==> config.mk <==
export PLATFORM = sky130hd
export DESIGN_NAME = pbm_p4_header_parser_unit
export DESIGN_NICKNAME = d
export VERILOG_FILES = /design/src/hw/rtl/pbmhp_pkg.sv /design/src/hw/rtl/pbm_p4_header_parser_unit.sv
export SDC_FILE = /design/constraint.sdc
export NUM_CORES = 1
export LEC_CHECK = 0
export BUFFER_PORTS_ARGS = -buffer_cell sky130_fd_sc_hd__buf_2
export CAP_MARGIN = 20
export CORE_UTILIZATION = 30
export CTS_BUF_LIST = sky130_fd_sc_hd__clkbuf_16
export DETAILED_ROUTE_END_ITERATION = 10
export PLACE_DENSITY = 0.45
export SLEW_MARGIN = 20
export SYNTH_ARGS = -nofsm -noshare
export SYNTH_HDL_FRONTEND = slang
export SYNTH_SLANG_ARGS = --single-unit
==> constraint.sdc <==
create_clock -name clk -period 5.7 [get_ports clk]
set_clock_uncertainty 0.05 [all_clocks]
set_input_delay 0 -clock clk [delete_from_list [all_inputs] [get_ports clk]]
set_output_delay 0 -clock clk [all_outputs]
set_load 0.005 [all_outputs]
==> src/hw/rtl/pbmhp_pkg.sv <==
package pbmhp_pkg;

    // Default sizes of the dimension accumulators and of the byte counter
    localparam int DIM_BITS_DEF   = 16;
    localparam int COUNT_BITS_DEF = 32;

    // Fixed widths of the stream words
    localparam int IN_TDATA_W  = 8;
    localparam int OUT_TDATA_W = 48;
    localparam int IMG_DIM_W   = 16;
    localparam int STATUS_W    = 3;

    // Characters the header grammar looks at
    localparam logic [7:0] CH_P     = 8'h50;
    localparam logic [7:0] CH_FOUR  = 8'h34;
    localparam logic [7:0] CH_NL    = 8'h0A;
    localparam logic [7:0] CH_HASH  = 8'h23;
    localparam logic [7:0] CH_SPACE = 8'h20;
    localparam logic [7:0] CH_ZERO  = 8'h30;
    localparam logic [7:0] CH_NINE  = 8'h39;

    // A file this long or shorter is reported as too short
    localparam int SHORT_LIMIT = 7;

    typedef enum logic [3:0] {
        PH_MAGIC_P    = 4'd0,
        PH_MAGIC_4    = 4'd1,
        PH_MAGIC_NL   = 4'd2,
        PH_LINE_START = 4'd3,
        PH_COMMENT    = 4'd4,
        PH_WIDTH      = 4'd5,
        PH_HEIGHT     = 4'd6,
        PH_DATA       = 4'd7
    } phase_t;

    typedef enum logic [STATUS_W-1:0] {
        ST_OK       = 3'd0,
        ST_SHORT    = 3'd1,
        ST_MAGIC    = 3'd2,
        ST_SEP      = 3'd3,
        ST_TRUNC    = 3'd4,
        ST_MISMATCH = 3'd5,
        ST_OVERFLOW = 3'd6
    } status_t;

    // One result word before packing onto the output stream
    typedef struct packed {
        logic                 pixel_valid;
        logic [7:0]           pixel_byte;
        logic                 done_res;
        status_t              status;
        logic [IMG_DIM_W-1:0] img_width;
        logic [IMG_DIM_W-1:0] img_height;
    } res_t;

endpackage

==> src/hw/rtl/pbm_p4_header_parser_unit.sv <==
// Binary PBM (P4) header parser.
//
// Input stream (s_*): one file byte per word in s_tdata, s_tlast on the final
// byte of the file. The parser checks the magic "P4\n", skips '#' comment lines,
// reads the decimal width (ended by a space) and height (ended by a newline),
// then passes every following byte through as bitmap data.
// Output stream (m_*): exactly one word per input word. m_tuser flags a bitmap
// byte; m_tlast repeats the last-byte mark and carries the verdict: status,
// and the parsed width and height when status is ok.
// Each result word is registered in the output register or the skid register.
// Throughput: one byte per cycle while s_tready is high; all parsing is a single
// pass of logic between the parse state registers and the output register.
// A two-entry output stage (output register plus skid register) lets the
// parser keep taking bytes while a result waits; s_tready drops only when
// both entries are full, and comes back once m_tready takes one.
// Reset clears the parse state to "expect P" and empties both output entries.
// After each last byte the parse state returns to that same state, so the
// next word starts a new file.
module pbm_p4_header_parser_unit
    import pbmhp_pkg::*;
#(
    parameter int DIM_BITS   = DIM_BITS_DEF,
    parameter int COUNT_BITS = COUNT_BITS_DEF
)
(
    input  logic                   clk,
    input  logic                   rst_n,
    input  logic                   s_tvalid,
    output logic                   s_tready,
    input  logic [IN_TDATA_W-1:0]  s_tdata,   // [7:0] in_byte
    input  logic                   s_tlast,   // last_byte
    output logic                   m_tvalid,
    input  logic                   m_tready,
    output logic [OUT_TDATA_W-1:0] m_tdata,   // [7:0] pixel_byte, [10:8] status,
                                              // [26:11] img_width, [42:27] img_height,
                                              // [47:43] zero
    output logic                   m_tuser,   // pixel_valid
    output logic                   m_tlast    // done_res
);

    // Row bytes: ceil(width / 8), at most 2^(DIM_BITS-3)
    localparam int RB_W  = DIM_BITS - 2;
    // Running product row_bytes * height, bounded by the dimension limits
    localparam int PR_W  = 2 * DIM_BITS - 2;
    // Header length plus product, wide enough to see a carry past COUNT_BITS
    localparam int SUM_W = ((PR_W > COUNT_BITS) ? PR_W : COUNT_BITS) + 1;
    localparam int ACC_W = DIM_BITS + 4;

    // Parse state
    phase_t                phase_reg,          phase_next;
    logic [DIM_BITS-1:0]   width_acc_reg,      width_acc_next;
    logic [DIM_BITS-1:0]   height_acc_reg,     height_acc_next;
    logic [PR_W-1:0]       prod_reg,           prod_next;
    logic [COUNT_BITS-1:0] total_count_reg,    total_count_next;
    logic [COUNT_BITS-1:0] expected_total_reg, expected_total_next;
    status_t               error_code_reg,     error_code_next;

    // Output stage
    res_t out_reg,  skid_reg;
    logic out_valid_reg, skid_valid_reg;

    res_t res;
    logic s_accept;
    logic out_free;

    logic [7:0]       in_byte;
    logic             is_digit;
    logic [3:0]       digit;
    logic [ACC_W-1:0] width_ext;
    logic [ACC_W-1:0] height_ext;
    logic [ACC_W-1:0] width_dig;
    logic [ACC_W-1:0] height_dig;
    logic             width_ovf;
    logic             height_ovf;
    logic [RB_W-1:0]  row_bytes;
    logic [RB_W+3:0]  rb_dig;
    logic [PR_W+3:0]  prod_dig;
    logic             count_sat;
    logic [COUNT_BITS-1:0] count_inc;
    logic [SUM_W-1:0] total_sum;
    logic             total_ovf;

    assign in_byte  = s_tdata[7:0];
    assign s_tready = !skid_valid_reg;
    assign s_accept = s_tvalid && s_tready;
    assign out_free = !out_valid_reg || m_tready;

    // Decimal digit accumulation: acc * 10 + digit as two shifts and adds
    assign is_digit   = (in_byte >= CH_ZERO) && (in_byte <= CH_NINE);
    assign digit      = in_byte[3:0];
    assign width_ext  = ACC_W'(width_acc_reg);
    assign height_ext = ACC_W'(height_acc_reg);
    assign width_dig  = (width_ext << 3) + (width_ext << 1) + ACC_W'(digit);
    assign height_dig = (height_ext << 3) + (height_ext << 1) + ACC_W'(digit);
    assign width_ovf  = (width_dig[ACC_W-1:DIM_BITS] != '0);
    assign height_ovf = (height_dig[ACC_W-1:DIM_BITS] != '0);

    // Keep row_bytes * height current while height digits arrive, so that the
    // closing newline needs only one add and compare against the count limit.
    assign row_bytes = RB_W'(((DIM_BITS+1)'(width_acc_reg) + (DIM_BITS+1)'(7)) >> 3);
    assign rb_dig    = (RB_W+4)'(row_bytes) * (RB_W+4)'(digit);
    assign prod_dig  = ((PR_W+4)'(prod_reg) << 3) + ((PR_W+4)'(prod_reg) << 1)
                       + (PR_W+4)'(rb_dig);

    // Byte counter saturates at its top value; a byte arriving there is an overflow
    assign count_sat = (total_count_reg == '1);
    assign count_inc = total_count_reg + COUNT_BITS'(1);
    assign total_sum = SUM_W'(count_inc) + SUM_W'(prod_reg);
    assign total_ovf = ((total_sum >> COUNT_BITS) != '0);

    always_comb
    begin
        phase_next          = phase_reg;
        width_acc_next      = width_acc_reg;
        height_acc_next     = height_acc_reg;
        prod_next           = prod_reg;
        total_count_next    = total_count_reg;
        expected_total_next = expected_total_reg;
        error_code_next     = error_code_reg;

        res             = '0;
        res.done_res    = s_tlast;
        res.status      = ST_OK;

        if (count_sat)
        begin
            if (error_code_next == ST_OK)
            begin
                error_code_next = ST_OVERFLOW;
            end
        end
        else
        begin
            total_count_next = count_inc;
        end

        if (error_code_next == ST_OK)
        begin
            unique case (phase_reg)
                PH_MAGIC_P:
                begin
                    if (in_byte == CH_P) phase_next = PH_MAGIC_4;
                    else                 error_code_next = ST_MAGIC;
                end
                PH_MAGIC_4:
                begin
                    if (in_byte == CH_FOUR) phase_next = PH_MAGIC_NL;
                    else                    error_code_next = ST_MAGIC;
                end
                PH_MAGIC_NL:
                begin
                    if (in_byte == CH_NL) phase_next = PH_LINE_START;
                    else                  error_code_next = ST_MAGIC;
                end
                PH_LINE_START:
                begin
                    priority if (in_byte == CH_HASH)
                    begin
                        phase_next = PH_COMMENT;
                    end
                    else if (is_digit)
                    begin
                        if (width_ovf) error_code_next = ST_OVERFLOW;
                        else           width_acc_next  = width_dig[DIM_BITS-1:0];
                        phase_next = PH_WIDTH;
                    end
                    else if (in_byte == CH_SPACE)
                    begin
                        phase_next = PH_HEIGHT;
                    end
                    else
                    begin
                        error_code_next = ST_SEP;
                    end
                end
                PH_COMMENT:
                begin
                    if (in_byte == CH_NL) phase_next = PH_LINE_START;
                end
                PH_WIDTH:
                begin
                    priority if (is_digit)
                    begin
                        if (width_ovf) error_code_next = ST_OVERFLOW;
                        else           width_acc_next  = width_dig[DIM_BITS-1:0];
                    end
                    else if (in_byte == CH_SPACE)
                    begin
                        phase_next = PH_HEIGHT;
                    end
                    else
                    begin
                        error_code_next = ST_SEP;
                    end
                end
                PH_HEIGHT:
                begin
                    priority if (is_digit)
                    begin
                        if (height_ovf)
                        begin
                            error_code_next = ST_OVERFLOW;
                        end
                        else
                        begin
                            height_acc_next = height_dig[DIM_BITS-1:0];
                            prod_next       = prod_dig[PR_W-1:0];
                        end
                    end
                    else if (in_byte == CH_NL)
                    begin
                        if (total_ovf)
                        begin
                            error_code_next = ST_OVERFLOW;
                        end
                        else
                        begin
                            expected_total_next = total_sum[COUNT_BITS-1:0];
                            phase_next          = PH_DATA;
                        end
                    end
                    else
                    begin
                        error_code_next = ST_SEP;
                    end
                end
                default:
                begin
                    res.pixel_valid = 1'b1;
                    res.pixel_byte  = in_byte;
                end
            endcase
        end

        // Verdict on the last byte of the file
        if (s_tlast)
        begin
            priority if (total_count_next <= COUNT_BITS'(SHORT_LIMIT))
                res.status = ST_SHORT;
            else if (error_code_next != ST_OK)
                res.status = error_code_next;
            else if (phase_next != PH_DATA)
                res.status = ST_TRUNC;
            else if (total_count_next != expected_total_next)
                res.status = ST_MISMATCH;
            else
            begin
                res.status     = ST_OK;
                res.img_width  = IMG_DIM_W'(width_acc_next);
                res.img_height = IMG_DIM_W'(height_acc_next);
            end

            // Drop back to the start of a new file
            phase_next          = PH_MAGIC_P;
            width_acc_next      = '0;
            height_acc_next     = '0;
            prod_next           = '0;
            total_count_next    = '0;
            expected_total_next = '0;
            error_code_next     = ST_OK;
        end
    end

    always_ff @(posedge clk or negedge rst_n)
    begin
        if (!rst_n)
        begin
            phase_reg          <= PH_MAGIC_P;
            width_acc_reg      <= '0;
            height_acc_reg     <= '0;
            prod_reg           <= '0;
            total_count_reg    <= '0;
            expected_total_reg <= '0;
            error_code_reg     <= ST_OK;
        end
        else if (s_accept)
        begin
            phase_reg          <= phase_next;
            width_acc_reg      <= width_acc_next;
            height_acc_reg     <= height_acc_next;
            prod_reg           <= prod_next;
            total_count_reg    <= total_count_next;
            expected_total_reg <= expected_total_next;
            error_code_reg     <= error_code_next;
        end
    end

    // Output register with a skid entry behind it
    always_ff @(posedge clk or negedge rst_n)
    begin
        if (!rst_n)
        begin
            out_valid_reg  <= 1'b0;
            skid_valid_reg <= 1'b0;
        end
        else if (out_free)
        begin
            // Advance the skid entry first; otherwise load the new word
            out_valid_reg  <= skid_valid_reg || s_accept;
            skid_valid_reg <= 1'b0;
        end
        else if (s_accept)
        begin
            // Receiver stalled: hold the new word in the skid entry
            skid_valid_reg <= 1'b1;
        end
    end

    always_ff @(posedge clk)
    begin
        if (out_free)
        begin
            out_reg <= skid_valid_reg ? skid_reg : res;
        end
        if (!out_free && s_accept)
        begin
            skid_reg <= res;
        end
    end

    assign m_tvalid = out_valid_reg;
    assign m_tuser  = out_reg.pixel_valid;
    assign m_tlast  = out_reg.done_res;
    assign m_tdata  = OUT_TDATA_W'({out_reg.img_height, out_reg.img_width,
                                    out_reg.status, out_reg.pixel_byte});

`ifndef SYNTH
    // The skid entry fills only behind a full output register
    assert property (@(posedge clk) disable iff (!rst_n)
        skid_valid_reg |-> out_valid_reg)
        else $error("skid entry valid while output register empty");

    // A last byte always leaves the parser at the start of a new file
    assert property (@(posedge clk) disable iff (!rst_n)
        (s_accept && s_tlast) |=> (phase_reg == PH_MAGIC_P) && (total_count_reg == '0)
                                  && (error_code_reg == ST_OK))
        else $error("parse state not cleared after last byte");

    // A first error sticks until the last byte of the file
    assert property (@(posedge clk) disable iff (!rst_n)
        (error_code_reg != ST_OK) && !(s_accept && s_tlast)
            |=> (error_code_reg == $past(error_code_reg)))
        else $error("error code changed inside a file");

    // Only the last word of a file carries a verdict
    assert property (@(posedge clk) disable iff (!rst_n)
        (out_valid_reg && !out_reg.done_res)
            |-> (out_reg.status == ST_OK) && (out_reg.img_width == '0)
                && (out_reg.img_height == '0))
        else $error("verdict fields set on a word that is not last");
`endif

endmodule

Word level (Yosys, flattened, before mapping) --
Cells that the tools add are included.
Cells by class: add/subtract/negate cells 9, multipliers 1, order comparisons 3, equality and inequality tests 15, muxes and demuxes 67, reduce and logical (&&, ||, !) cells 21
Operators with widths (number):
- $mux W32 | 12
- $mux W16 | 10
- $mux W30 | 5
- $mux W3 | 19
- $mux W4 | 12
- $mux W45 | 1
- $add A19 B17 Y20 | 2
- $add A20 B4 Y20 | 2
- $mux W35 | 1
- $add A32 B30 Y33 | 1
- $add A32 B1 Y32 const B | 1
- $eq A32 B32 Y1 const B | 1
- $le A32 B3 Y1 const B | 1
- $ne A32 B32 Y1 | 1
- $pmux W16 S2 | 1
- $add A30 B18 Y30 | 1
- $add A30 B30 Y30 | 1
- $eq A8 B6 Y1 const B | 3
- $pmux W4 S6 | 1
- $mul A14 B4 Y18 | 1
- $mux W9 | 2
- $pmux W3 S6 | 1
- $add A16 B3 Y17 const B | 1
- $eq A4 B3 Y1 const B | 3
- other kinds (20) | 32
Word-level totals: flip-flop bits (word level) 225, bits of input ports 13, output and inout bits 52, word-level logic and storage cells 137

Logic depth before layout (Yosys ltp) --
depth in word-level cells 14, gate-level depth with buffers 25, depth with buffers taken out 24

Least setup slack after synthesis --
OpenSTA, ideal clock, no wires.
path type reg2reg, start point register width_acc_reg[1], end point register prod_reg[29], setup time 0.088 ns, data arrival time 5.596 ns, required time 5.562 ns, path slack -0.034 ns, stages on the path, launching flop included 24, path buffers 0, clock period less this slack 5.734 ns, cells stage by stage dfrtp_1 > nor3_1 > nand2b_1 > xnor2_1 > nand2_1 > fa_1 > fa_1 > fa_1 > inv_1 > ha_1 > fa_1 > a21o_1 > a21oi_1 > o21bai_1 > a21oi_1 > o21ai_0 > a211o_1 > nor3_1 > o31ai_1 > a21oi_1 > o211ai_1 > and2_1 > a41o_1 > o211ai_1
Between the ends: cells in the longest elaborated chain, start to end 8
RTL lines:
- start: declaration | line pbm_p4_header_parser_unit.sv:51 | logic [DIM_BITS-1:0] width_acc_reg, width_acc_next;
- start signal: assignment | line pbm_p4_header_parser_unit.sv:279 | width_acc_reg <= width_acc_next;
- $add A16 B3 Y17 | line pbm_p4_header_parser_unit.sv:100 | assign row_bytes = RB_W'(((DIM_BITS+1)'(width_acc_reg) + (DIM_BITS+1)'(7)) >> 3);
- $mul A14 B4 Y18 | line pbm_p4_header_parser_unit.sv:101 | assign rb_dig = (RB_W+4)'(row_bytes) * (RB_W+4)'(digit);
- $add A30 B18 Y30 | line pbm_p4_header_parser_unit.sv:103 | + (PR_W+4)'(rb_dig);
- $mux W30 | line pbm_p4_header_parser_unit.sv:200 | if (height_ovf)
- $mux W30 | line pbm_p4_header_parser_unit.sv:198 | priority if (is_digit)
- $mux W30 | line pbm_p4_header_parser_unit.sv:139 | unique case (phase_reg)
- $mux W30 | line pbm_p4_header_parser_unit.sv:137 | if (error_code_next == ST_OK)
- $mux W30 | line pbm_p4_header_parser_unit.sv:236 | if (s_tlast)
- end signal: assignment | line pbm_p4_header_parser_unit.sv:281 | prod_reg <= prod_next;
- end: declaration | line pbm_p4_header_parser_unit.sv:53 | logic [PR_W-1:0] prod_reg, prod_next;
No other way between the ends. The select of a mux whose other input is x is not followed. A chain may end at the register's enable or synchronous reset.

Final worst setup path --
start point register total_count_reg[3], end point register out_reg, in the netlist m_tdata[14] (data pin)
Between the ends: cells in the longest elaborated chain, start to end 14, elaborated cells on any way between the ends 40, classes of those cells add/sub: 2; order compare: 1; eq/ne: 3; mux: 32; reduce/logical: 2
RTL lines:
- start: declaration | line pbm_p4_header_parser_unit.sv:54 | logic [COUNT_BITS-1:0] total_count_reg, total_count_next;
- start signal: assignment | line pbm_p4_header_parser_unit.sv:282 | total_count_reg <= total_count_next;
- $add A32 B1 Y32 | line pbm_p4_header_parser_unit.sv:107 | assign count_inc = total_count_reg + COUNT_BITS'(1);
- $add A32 B30 Y33 | line pbm_p4_header_parser_unit.sv:108 | assign total_sum = SUM_W'(count_inc) + SUM_W'(prod_reg);
- $mux W32 | line pbm_p4_header_parser_unit.sv:212 | if (total_ovf)
- $mux W32 | line pbm_p4_header_parser_unit.sv:210 | else if (in_byte == CH_NL)
- $mux W32 | line pbm_p4_header_parser_unit.sv:198
- $mux W32 | line pbm_p4_header_parser_unit.sv:139
- $mux W32 | line pbm_p4_header_parser_unit.sv:137
- $ne A32 B32 Y1 | line pbm_p4_header_parser_unit.sv:244 | else if (total_count_next != expected_total_next)
- $mux W32 | line pbm_p4_header_parser_unit.sv:244
- $mux W32 | line pbm_p4_header_parser_unit.sv:242 | else if (phase_next != PH_DATA)
- $mux W32 | line pbm_p4_header_parser_unit.sv:240 | else if (error_code_next != ST_OK)
- $mux W32 * | line pbm_p4_header_parser_unit.sv:238 | priority if (total_count_next <= COUNT_BITS'(SHORT_LIMIT))
- $mux W35 * | line pbm_p4_header_parser_unit.sv:236
- $mux W45 * | line pbm_p4_header_parser_unit.sv:313 | out_reg <= skid_valid_reg ? skid_reg : res;
- end signal: assignment | line pbm_p4_header_parser_unit.sv:313
- end: declaration | line pbm_p4_header_parser_unit.sv:59 | res_t out_reg, skid_reg;
Mark *: on every way between the ends. The rest lies on a longest branch, timed or not.

==> reports/qor.csv <==
stage,metric,value,unit
floorplanning,io_pins,65,
sta,worst_slew_pin_slew,1.20,ns
floorplanning,core-area,61700,µm²
yosys,synth_fa_ha_area_share,17.0,%
power,leakage,0.0120,µW
power,p_switching,1110,µW
route,drc,0,
global_route,grt_usage,20.8,%
yosys,async_flop_share,60.0,%
yosys,syn_area_per_cell,9.17,µm²
yosys,mappedNetlistArea,18700,µm²
clock_tree,insertion_delay,0.60,ns
route,drt-total-wl,66200,µm
route,avgRoutedWirePerCell,19.7,µm
sta,maxSlewHeadroom,20.0,%
clock_tree,clk_path_buf_depth,3,
sta,hold-worst-slack,0.0643,ns
yosys,yosys.area.top_type,dfrtp_1,
route,via_per_inst,5.16,
final_layout,drive_above_1_share,32.9,%
critical_path,crit_arrival,6.24,ns
yosys,synthCells,2043,
yosys,ys_ff_latch,225,
run_status,violations,setup timing,
route,firstDrtPassIters,5,
power,peakVddDrop,0.000232,V
min_path,hp-class,in2reg,
place,port-buffer-count,59,
power,clock_power_share,48.1,%
clock_tree,cts.sinks,225,
yosys,synthTopCellsByArea,"dfrtp_1 (18%), edfxtp_1 (14%), ha_1 (11%)",
route,vias,17322,
sta,fmax,169,MHz
sta,setup_slack,-0.201,ns
power,combPwrFrac,10.5,%
yosys,synth_compound_area_share,19.3,%
power,p_int,3150,µW
critical_path,crit_fanout,6,
power,seqPwrFrac,41.4,%
critical_path,critPathTopFamily,compound AO/OA/AOI/OAI gates,
floorplanning,die-area,63500,µm²
yosys,netlist-cell-type-count,90,
sta,period_share,104,%
clock_tree,cts_tree,done,
clock_tree,cts-buffers-inserted,30,
global_route,grt_remaining_overflow,0,
final_layout,diodes,0,
critical_path,end_kind,register,
sta,rsz0062_at_grt,true,
global_route,grt_pass1_vias,17723,
clock_tree,htreeDepth,1,
sta,min_period,5.90,ns
yosys,synth_top_family_by_area,compound AO/OA/AOI/OAI gates,
yosys,synth_xor_area_share,6.36,%
power,p_per_area,163,nW/µm²
yosys,synth.most_common_cell,nand2_1,
critical_path,worstSetupStartpointType,register,
floorplanning,die_h,252,µm
global_route,grt_first_pass_wirelength,103000,µm
floorplanning,initial_core_util,30.4,%
yosys,synth-main-ff-cell,dfrtp_1,
final_layout,fillCellCount,6072,
yosys,synthMuxAreaShare,2.76,%
place,place_congestion,0.923,
power,switching_share,26.1,%
sta,drv_slew,0,
final_layout,num-nets-final,2727,
route,drtAntennaViolNets,0,
critical_path,critPathRequiredTime,6.04,ns
global_route,antenna_found_initial,0,
critical_path,path_class,reg2reg,
place,hpwl,49500,µm
critical_path,cpMostUsedCell,buf_6,
final_layout,area_growth_syn_to_layout,39.4,%
yosys,yosysSeqAreaShare,32.5,%
yosys,synth-simple-area-share,17.7,%
run_status,outcome,"finished, violations left",
yosys,synth_edf_count,90,
floorplanning,rows,91,
clock_tree,root_buffer,clkbuf_16,
critical_path,critical_path.slowest_cell,a311o_2,
clock_tree,path_clk_slew,0.07,ns
critical_path,slowest_delay,0.44,ns
yosys,synth_top_area_share,18.0,%
critical_path,cp_num_buf_inv,9,
yosys,ys_top_cells_by_count,"nand2_1 (255), ha_1 (160), nor2_1 (150)",
sta,setup_violations,62,
flow_run,drv_cap,0,
floorplanning,die_w,252,µm
sta,finalHoldViolCount,0,
yosys,yosys_warnings,0,
sta,finalSetupTns,-8.16,ns
global_route,grt_max_degree,73,
route,drt_iter0_drc,1095,
final_layout,largest_register_ffs,45,
## logic make-up (layout without fill, tap and decap cells)
group / after synthesis / after routing
fa+ha+maj: 219 / 219
xor+xnor: 136 / 136
compound gates: 526 / 526
simple gates: 683 / 683
other cells: 1 / 5
flops: 225 / 225
buf+inv: 203 / 675
mux: 50 / 50
## placed cells by master (no fill, tap or decap), types with 25 or more instances in the layout
master / synthesis / routed
inv_1: 111 / 106
and2_1: 41 / 39
xnor2_1: 87 / 66
o31ai_4: 0 / 25
buf_6: 4 / 27
fa_1: 59 / 58
dfrtp_1: 135 / 126
a21oi_1: 107 / 88
clkbuf_16: 0 / 31
nand4_1: 28 / 28
mux2i_1: 36 / 33
nor3_1: 34 / 26
ha_1: 160 / 144
o21ai_0: 140 / 118
nand2_1: 255 / 243
nand3_1: 43 / 36
edfxtp_1: 90 / 90
nor2_4: 0 / 25
xor2_1: 49 / 36
buf_2: 10 / 58
nor2_1: 150 / 117
buf_4: 7 / 398
a21o_1: 26 / 26
a22o_1: 43 / 43
## worst min-delay path: stages
cell    delay (ns)
buf_2         0.20
buf_4         0.24
a22o_1        0.21
## through the flow
step                instance area (µm²)  power (µW)  cells  setup slack [ns]  util (%)
floorplan                         18800        1980   2047            0.0135         -
global placement                  22500        2200   3216            -0.626      36.5
detailed placement                22500        2200   3216            -0.630      36.5
CTS                               25000        4280   3330            -0.155      40.6
global route                      26100        4410   3356            -0.393      42.3
finish                            26100        4260   3356            -0.201      42.3
## layout make-up
type                            count  area (µm²)  area share [%]
Clock buffer                       30         751            2.87
Clock inverter                     26         318            1.22
Multi-Input combinational cell   1619       13500            51.6
Tap cell                          837        1050            4.01
Timing Repair Buffer              508        4020            15.4
Sequential cell                   225        6090            23.3
Inverter                          111         417            1.60
## per-layer routing
metal	up-vias	wire, µm	part of all wire [%]	track usage, %
li1	8297	-	-	-
met1	8521	30100	45	27.9
met2	407	31400	47	34.9
met3	97	2820	4.3	2.17
met4	0	1970	3.0	6.44
met5	-	0	0	0
## final timing paths
path / start / endpoint / slack (ns) / cells past startpoint
min in group asynchronous: rst_n / prod_reg[24] / 0.40 / 3
max in group asynchronous: rst_n / total_count_reg[7] / 3.78 / 4
worst min-delay path: s_tdata[0] / height_acc_reg[0] / 0.06 / 3
worst max-delay path: total_count_reg[3] / m_tdata[14] / -0.20 / 27
worst min register to register: expected_total_reg[5] / expected_total_reg[5] / 0.45 / 2
worst max register to register: total_count_reg[3] / m_tdata[14] / -0.20 / 27
## power by group through the flow
stage          logic, µW  clock network (µW)  registers [µW]
2_1_floorplan        189                   0            1790
3_3_place_gp         409                   0            1790
3_5_place_dp         409                   0            1790
4_1_cts              431                2090            1760
5_1_grt              486                2160            1770
6_report             447                2050            1760
## what timing repair did
item	CTS	global route
endpoints found under the hold margin	105	0
setup endpoints to repair	79	78
gates cloned	6	1
resized for setup	162	182
hold buffers	11	0
pin swaps	83	107
buffers inserted	42	28
(Power assumes the default switching activity.)
